`config.mk`:
```
export PLATFORM = sky130hd
export DESIGN_NAME = mwgs_back
export DESIGN_NICKNAME = d
export VERILOG_FILES = /design/src/design/mwgs_pkg.sv /design/src/design/mwgs_back.sv
export VERILOG_INCLUDE_DIRS = /design/src /design/src/design
export SDC_FILE = /design/constraint.sdc
export NUM_CORES = 2
export LEC_CHECK = 0
export BUFFER_PORTS_ARGS = -buffer_cell sky130_fd_sc_hd__buf_2
export CORE_AREA = 3 3 530 532
export CTS_CLUSTER_DIAMETER = 40
export DETAILED_ROUTE_END_ITERATION = 16
export DIE_AREA = 0 0 533 535
export RECOVER_POWER = 25
export SLEW_MARGIN = 5
export SYNTH_ARGS = -nofsm -noshare
export SYNTH_HDL_FRONTEND = slang
export SYNTH_SLANG_ARGS = --single-unit
```
`constraint.sdc`:
```
create_clock -name i_clk -period 135.2 [get_ports i_clk]
set_input_delay 27.04 -clock i_clk [delete_from_list [all_inputs] [get_ports i_clk]]
set_output_delay 27.04 -clock i_clk [all_outputs]
set_load 0.01 [all_outputs]
```
`src/design/masked_weighted_grid_smoother_top_macros.svh`:
```
// Assertion macros shared by the grid smoother modules.
// Each macro expects a clock i_clk and an active-low reset i_rst_n in scope.
`ifndef MASKED_WEIGHTED_GRID_SMOOTHER_TOP_MACROS_SVH
`define MASKED_WEIGHTED_GRID_SMOOTHER_TOP_MACROS_SVH

// Checks a property on every clock edge outside reset.
`define MWGS_CHECK(lbl, prop, msg) \
    lbl: assert property (@(posedge i_clk) disable iff (!i_rst_n) prop) else $error(msg);

// Checks that a condition in one cycle implies another in the next cycle.
`define MWGS_CHECK_NEXT(lbl, ante, cons, msg) \
    lbl: assert property (@(posedge i_clk) disable iff (!i_rst_n) (ante) |=> (cons)) else $error(msg);

`endif

```
`src/design/mwgs_pkg.sv`:
```
// Shared constants and types of the masked weighted grid smoother.
// No dependencies.
`timescale 1ns / 1ps
package mwgs_pkg;
    localparam int VALUE_BITS      = 32;
    localparam int MAX_GRID_WIDTH  = 256;
    localparam int MAX_GRID_HEIGHT = 256;
    localparam int COL_BITS        = $clog2(MAX_GRID_WIDTH);
    localparam int ROW_BITS        = $clog2(MAX_GRID_HEIGHT + 1);
    localparam int DIM_BITS        = 9;
    localparam int IDX_OUT_BITS    = 8;
    localparam int NUM_LANES       = 4;
    localparam int NUM_TAPS        = 9;
    localparam int CENTER_TAP      = 4;
    localparam int SUM_BITS        = VALUE_BITS + 4;
    localparam int WS_BITS         = 5;
    localparam int QDEPTH          = 4;
    localparam int QPTR_BITS       = $clog2(QDEPTH);
    localparam int CFG_IDX_BITS    = 1;

    localparam logic [CFG_IDX_BITS-1:0] CFG_GRID_WIDTH  = 1'b0;
    localparam logic [CFG_IDX_BITS-1:0] CFG_GRID_HEIGHT = 1'b1;

    localparam logic [2:0] W_NONE   = 3'd0;
    localparam logic [2:0] W_CORNER = 3'd1;
    localparam logic [2:0] W_EDGE   = 3'd2;
    localparam logic [2:0] W_CENTER = 3'd4;

    typedef logic [VALUE_BITS-1:0] t_value;

    typedef struct packed {
        t_value [NUM_LANES-1:0] vals;
        logic                   ok;
    } t_cell;

    typedef struct packed {
        t_value [NUM_LANES-1:0] vals;
        logic [2:0]             wt;
    } t_tap;

    typedef struct packed {
        t_tap [NUM_TAPS-1:0]     taps;
        logic [IDX_OUT_BITS-1:0] row;
        logic [IDX_OUT_BITS-1:0] col;
        logic                    last;
        logic                    done;
    } t_job;

    function automatic logic [2:0] kernel_weight(input int i, input int jj);
        logic [2:0] w;
        if (i == 1 && jj == 1) begin
            w = W_CENTER;
        end else if (i == 1 || jj == 1) begin
            w = W_EDGE;
        end else begin
            w = W_CORNER;
        end
        return w;
    endfunction
endpackage

```
`src/design/mwgs_back.sv`:
```
// Back part: accumulates the weighted taps, divides by the weight total
// with rounding, saturates and holds the result. Depends on mwgs_pkg.
`timescale 1ns / 1ps
`include "masked_weighted_grid_smoother_top_macros.svh"
module mwgs_back (
    input  logic                                 i_clk,
    input  logic                                 i_rst_n,
    input  logic                                 i_valid,
    input  mwgs_pkg::t_job                       i_job,
    output logic                                 o_pop,
    output logic                                 o_m_tvalid,
    input  logic                                 i_m_tready,
    output logic [4*mwgs_pkg::VALUE_BITS+15:0]   o_m_tdata,
    output logic                                 o_m_tlast,
    output logic                                 o_m_tuser
);
    localparam logic [2:0] B_IDLE = 3'd0;
    localparam logic [2:0] B_ACC  = 3'd1;
    localparam logic [2:0] B_PREP = 3'd2;
    localparam logic [2:0] B_DIV  = 3'd3;
    localparam logic [2:0] B_FIN  = 3'd4;
    localparam int DIV_STEPS = mwgs_pkg::SUM_BITS;
    localparam logic signed [mwgs_pkg::SUM_BITS:0] VMAX =
        (mwgs_pkg::SUM_BITS+1)'((64'd1 << (mwgs_pkg::VALUE_BITS - 1)) - 64'd1);
    localparam logic signed [mwgs_pkg::SUM_BITS:0] VMIN = -VMAX - 1;

    logic [2:0]                                  r_state;
    mwgs_pkg::t_job                              r_job;
    logic [3:0]                                  r_idx;
    logic [5:0]                                  r_step;
    logic [mwgs_pkg::WS_BITS-1:0]                r_ws;
    logic signed [mwgs_pkg::SUM_BITS-1:0]        r_sum [mwgs_pkg::NUM_LANES];
    logic [mwgs_pkg::SUM_BITS-1:0]               r_div [mwgs_pkg::NUM_LANES];
    logic [mwgs_pkg::WS_BITS-1:0]                r_rem [mwgs_pkg::NUM_LANES];
    logic                                        r_neg [mwgs_pkg::NUM_LANES];
    logic                                        r_out_valid;
    logic [4*mwgs_pkg::VALUE_BITS+15:0]          r_out_data;
    logic                                        r_out_last;
    logic                                        r_out_done;

    mwgs_pkg::t_tap                              tap;
    logic                                        load_out;
    mwgs_pkg::t_value [mwgs_pkg::NUM_LANES-1:0]  res;
    logic signed [mwgs_pkg::SUM_BITS:0]          sres;

    assign tap        = r_job.taps[r_idx];
    assign o_pop      = (r_state == B_IDLE) && i_valid;
    assign load_out   = (r_state == B_FIN) && (!r_out_valid || i_m_tready);
    assign o_m_tvalid = r_out_valid;
    assign o_m_tdata  = r_out_data;
    assign o_m_tlast  = r_out_last;
    assign o_m_tuser  = r_out_done;

    always_comb begin
        sres = '0;
        for (int f = 0; f < mwgs_pkg::NUM_LANES; f++) begin
            sres = r_neg[f] ? -$signed({1'b0, r_div[f]}) : $signed({1'b0, r_div[f]});
            if (r_ws == '0) begin
                res[f] = r_job.taps[mwgs_pkg::CENTER_TAP].vals[f];
            end else if (sres > VMAX) begin
                res[f] = mwgs_pkg::VALUE_BITS'(VMAX);
            end else if (sres < VMIN) begin
                res[f] = mwgs_pkg::VALUE_BITS'(VMIN);
            end else begin
                res[f] = mwgs_pkg::VALUE_BITS'(sres);
            end
        end
    end

    always_ff @(posedge i_clk) begin
        if (!i_rst_n) begin
            r_state     <= B_IDLE;
            r_out_valid <= 1'b0;
        end else begin
            if (load_out) begin
                r_out_valid <= 1'b1;
            end else if (i_m_tready) begin
                r_out_valid <= 1'b0;
            end
            unique case (r_state)
                B_IDLE: begin
                    if (i_valid) begin
                        r_state <= B_ACC;
                    end
                end
                B_ACC: begin
                    if (r_idx == 4'(mwgs_pkg::NUM_TAPS - 1)) begin
                        r_state <= B_PREP;
                    end
                end
                B_PREP: begin
                    r_state <= (r_ws == '0) ? B_FIN : B_DIV;
                end
                B_DIV: begin
                    if (r_step == 6'(DIV_STEPS - 1)) begin
                        r_state <= B_FIN;
                    end
                end
                B_FIN: begin
                    if (load_out) begin
                        r_state <= B_IDLE;
                    end
                end
                default: begin
                    r_state <= B_IDLE;
                end
            endcase
        end
    end

    always_ff @(posedge i_clk) begin
        logic signed [mwgs_pkg::SUM_BITS-1:0] ext;
        logic [mwgs_pkg::SUM_BITS-1:0]        mag;
        logic [mwgs_pkg::WS_BITS:0]           t;
        case (r_state)
            B_IDLE: begin
                r_job <= i_job;
                r_idx <= '0;
                r_ws  <= '0;
                for (int f = 0; f < mwgs_pkg::NUM_LANES; f++) begin
                    r_sum[f] <= '0;
                end
            end
            B_ACC: begin
                r_idx <= r_idx + 1'b1;
                r_ws  <= r_ws + mwgs_pkg::WS_BITS'(tap.wt);
                for (int f = 0; f < mwgs_pkg::NUM_LANES; f++) begin
                    ext = mwgs_pkg::SUM_BITS'($signed(tap.vals[f]));
                    case (tap.wt)
                        mwgs_pkg::W_CORNER: r_sum[f] <= r_sum[f] + ext;
                        mwgs_pkg::W_EDGE:   r_sum[f] <= r_sum[f] + (ext <<< 1);
                        mwgs_pkg::W_CENTER: r_sum[f] <= r_sum[f] + (ext <<< 2);
                        default:            r_sum[f] <= r_sum[f];
                    endcase
                end
            end
            B_PREP: begin
                r_step <= '0;
                for (int f = 0; f < mwgs_pkg::NUM_LANES; f++) begin
                    mag = r_sum[f][mwgs_pkg::SUM_BITS-1] ? -r_sum[f] : r_sum[f];
                    r_neg[f] <= r_sum[f][mwgs_pkg::SUM_BITS-1];
                    r_div[f] <= mag + mwgs_pkg::SUM_BITS'(r_ws >> 1);
                    r_rem[f] <= '0;
                end
            end
            B_DIV: begin
                r_step <= r_step + 1'b1;
                for (int f = 0; f < mwgs_pkg::NUM_LANES; f++) begin
                    t = {r_rem[f], r_div[f][mwgs_pkg::SUM_BITS-1]};
                    if (t >= {1'b0, r_ws}) begin
                        r_rem[f] <= mwgs_pkg::WS_BITS'(t - {1'b0, r_ws});
                        r_div[f] <= {r_div[f][mwgs_pkg::SUM_BITS-2:0], 1'b1};
                    end else begin
                        r_rem[f] <= mwgs_pkg::WS_BITS'(t);
                        r_div[f] <= {r_div[f][mwgs_pkg::SUM_BITS-2:0], 1'b0};
                    end
                end
            end
            default: begin
            end
        endcase
        if (load_out) begin
            r_out_data <= {res[3], res[2], res[1], res[0], r_job.col, r_job.row};
            r_out_last <= r_job.last;
            r_out_done <= r_job.done;
        end
    end

    `MWGS_CHECK(a_ws_bound, r_ws <= 5'd16, "weight total above sixteen")
    `MWGS_CHECK(a_idx_bound, (r_state == B_ACC) |-> (r_idx < 4'd9), "tap index out of range")
    `MWGS_CHECK(a_div_bound, (r_state == B_DIV) |-> (r_step < 6'd36), "divider ran too long")
    `MWGS_CHECK_NEXT(a_fin_loads, load_out, r_out_valid, "finished result not presented")
endmodule

```
==> results.ini <==
[outcome]
status=finished with violations
violations=max-capacitance violations, max-slew violations

[sta]
rsz0062_at_grt=no
setup_viol_count_final=0
fin_skew_ns=0.0787
relSlewSlack_pct=-480
period_minus_slack_ns=54.50
fin_ws_ns=80.70
setup-tns-final_ns=0
slew_violations=1540
max_clock_freq_ghz=0.0183
hold_violations=0
tightest_slew_ns=8.69
holdWs_ns=0.415
post-route-period-util_pct=40.3

[critical_path]
cp.required_ns=108.16
cp_max_fo=2
critPathKind=in2out
crit_path_max_incr_delay_ns=0.16
r2r-start=r_state[0]$_SDFFE_PN0P_
critPathCaptureType=output port
crit_chain=buf_2, and2_1, buf_2
crit_top_cell=buf_2
r2r-end=r_job[695]$_DFFE_PN_
r2r_setup_slack_ns=121.07
reg2regPathDepth=7
path_delay_family=buffers and inverters
crit_start=i_valid
slowest_stage=and2_1
crit_arrival_ns=27.46
start_kind=primary input
worst-path-buf-inv=2

[routing]
remaining_drc_errors=0
vias=73600
firstDrtPassIters=6
wire_per_inst_um=25.4
antenna_left=0
drt_iter0_drc=6994
via_per_inst=5.57
routed_wl_um=336000

[floorplanning]
die-area_um2=285000
start_util_pct=34.0
die_y_um=535
ioPinCount=1349
rows=193
die_x_um=533
core-area_um2=276000

[clocking]
path_clk_slew_ns=0.05
cts_hold_buf=0
cts_tree=done
clock_path_buffers=4
cts_sinks=1674
cts_buffers=303
h-tree-depth=5
post_cts.repair.setup_buffers=0
root_buffer=clkbuf_16
cts_resized=0
clk_latency_ns=0.90

[yosys]
async_flop_share_pct=0
ys_dominant_reg_cell=edfxtp_1
synth_nets=9457
ys_types=93
synth_edf_count=1670
synth_cells=7797
synth_area_um2=94100
synth_warnings=0
ys_ff_latch=1674
seq_area_frac_synth_pct=53.4
syn_avg_cell_area_um2=12.1

[min_path]
holdPathStages=0
hold_path_class=reg2reg
min_to=o_m_tdata[13]$_DFFE_PP_
min-delay-start=r_job[7]$_DFFE_PN_

[placed_design]
io_buffers=1348
dp_hpwl_um=248000
dpl_cell_area_um2=105000
place_ws_ns=80.70
place_congestion=0.941

[pwr]
power.total_uw=3800
ir_drop_mv=0.0255
p_leak_uw=0.0445
powerDensity_nw_per_um2=32.8

[finish]
finalInstanceArea_um2=116000
fin_nets=10900
areaGrowthSynthToFinish_pct=23.0
drive_gt1_share_pct=24.1

[job]
maxCapViolations=27

[global_routing]
grt_pass1_wl_um=483000
overflow=0
grt_pass1_vias=73200
grt.total_usage_pct=22.5
grt_max_degree=172
grt_antenna_before_repair=61

synth_stat cells (31+ instances only):
cell type	number	area, µm²
edfxtp_1	1670	50100
nor2_1	559	2100
o21ai_0	550	2750
a21oi_1	541	2710
nand2_1	516	1940
ha_1	438	5480
xnor2_1	360	3150
xor2_1	346	3030
clkbuf_1	285	1070
mux4_2	259	5830
nor3_1	182	911
a21o_1	169	1270
a22oi_1	160	1200
inv_1	134	503
a211oi_1	119	893
nand3_1	111	556
o31ai_1	101	758
or3_1	85	532
nand2b_1	73	457
a31oi_1	67	419
and3_1	66	413
o21a_1	64	480
nor2b_1	60	375
o21bai_1	60	450
buf_1	56	210
nand4_1	54	338
nor4_1	47	294
a211o_1	46	403
o211ai_1	45	338
o41ai_1	43	377
or4_1	43	323
and2_1	32	200
o22a_1	31	272
report_power, final:
group          internal (µW)  switching, µW  leakage [µW]
Sequential               922            154        0.0166
Clock                    495            289       0.00497
Combinational            737           1200        0.0229
placed cells by master (no fill, tap or decap), types with 44 or more instances in the layout:
cell type,count
a211o_1,46
a211oi_1,119
a21o_1,169
a21oi_1,541
a22oi_1,160
a31oi_1,65
and3_1,65
buf_2,1348
buf_4,80
clkbuf_1,53
clkbuf_16,304
clkinvlp_4,46
diode_2,45
edfxtp_1,1670
ha_1,438
inv_1,132
mux4_2,259
nand2_1,514
nand2b_1,73
nand3_1,110
nand4_1,54
nor2_1,552
nor2b_1,59
nor3_1,181
nor4_1,44
o211ai_1,45
o21a_1,64
o21ai_0,547
o21bai_1,60
o31ai_1,101
or3_1,84
xnor2_1,360
xor2_1,346
layout make-up:
type / count / area, µm²
Clock buffer: 334 / 7720
Clock inverter: 219 / 2810
Timing Repair Buffer: 1455 / 7510
Tap cell: 3705 / 4640
Antenna cell: 45 / 113
Fill cell: 25800 / 161000
Inverter: 135 / 513
Sequential cell: 1674 / 50200
Multi-Input combinational cell: 5643 / 42200
how the worst max path moves through the flow:
| stage | slack (ns) | endpoint | cells after the start |
|---|---|---|---|
| after floorplan | 21.37 | o_pop | 2 |
| after global placement | 80.71 | o_pop | 3 |
| after detailed placement | 80.70 | o_pop | 3 |
| after CTS | 80.69 | o_pop | 3 |
| after global routing | 80.67 | o_pop | 3 |
| final | 80.70 | o_pop | 3 |
flip-flops by register name, indices dropped and copies added (netlist names):
name / count
r_step: 6
r_idx: 4
r_sum: 144
r_job: 1197
o_m_tlast: 1
r_rem: 20
r_ws: 5
o_m_tuser: 1
r_div: 144
r_state: 3
o_m_tdata: 144
o_m_tvalid: 1
r_neg: 4
cells by family after synthesis:
kind of cell	count (synthesis)	synth area share, %
compound gates	2239	15.3
xor+xnor	706	6.57
fa+ha+maj	459	6.27
buf+inv	480	1.93
flops	1674	53.4
mux	292	6.57
simple gates	1947	10.0
metal layers:
| metal | routed length (µm) | vias to the layer above | track usage, % | share of wire, % |
|---|---|---|---|---|
| li1 | - | 33400 | - | - |
| met1 | 141000 | 36300 | 30.3 | 42 |
| met2 | 158000 | 3299 | 36.5 | 47 |
| met3 | 25900 | 561 | 3.93 | 7.7 |
| met4 | 11300 | 6 | 8.01 | 3.4 |
| met5 | 34 | - | 0 | 0.010 |
stage by stage:
stage / instances / utilization (%)
3_3_place_gp: 12600 / 38.1
5_1_grt: 13200 / 41.8
3_5_place_dp: 12600 / 38.1
2_1_floorplan: 7797 / -
6_report: 13200 / 41.9
4_1_cts: 13200 / 41.9
No activity file was read; power rests on OpenSTA's default activity.
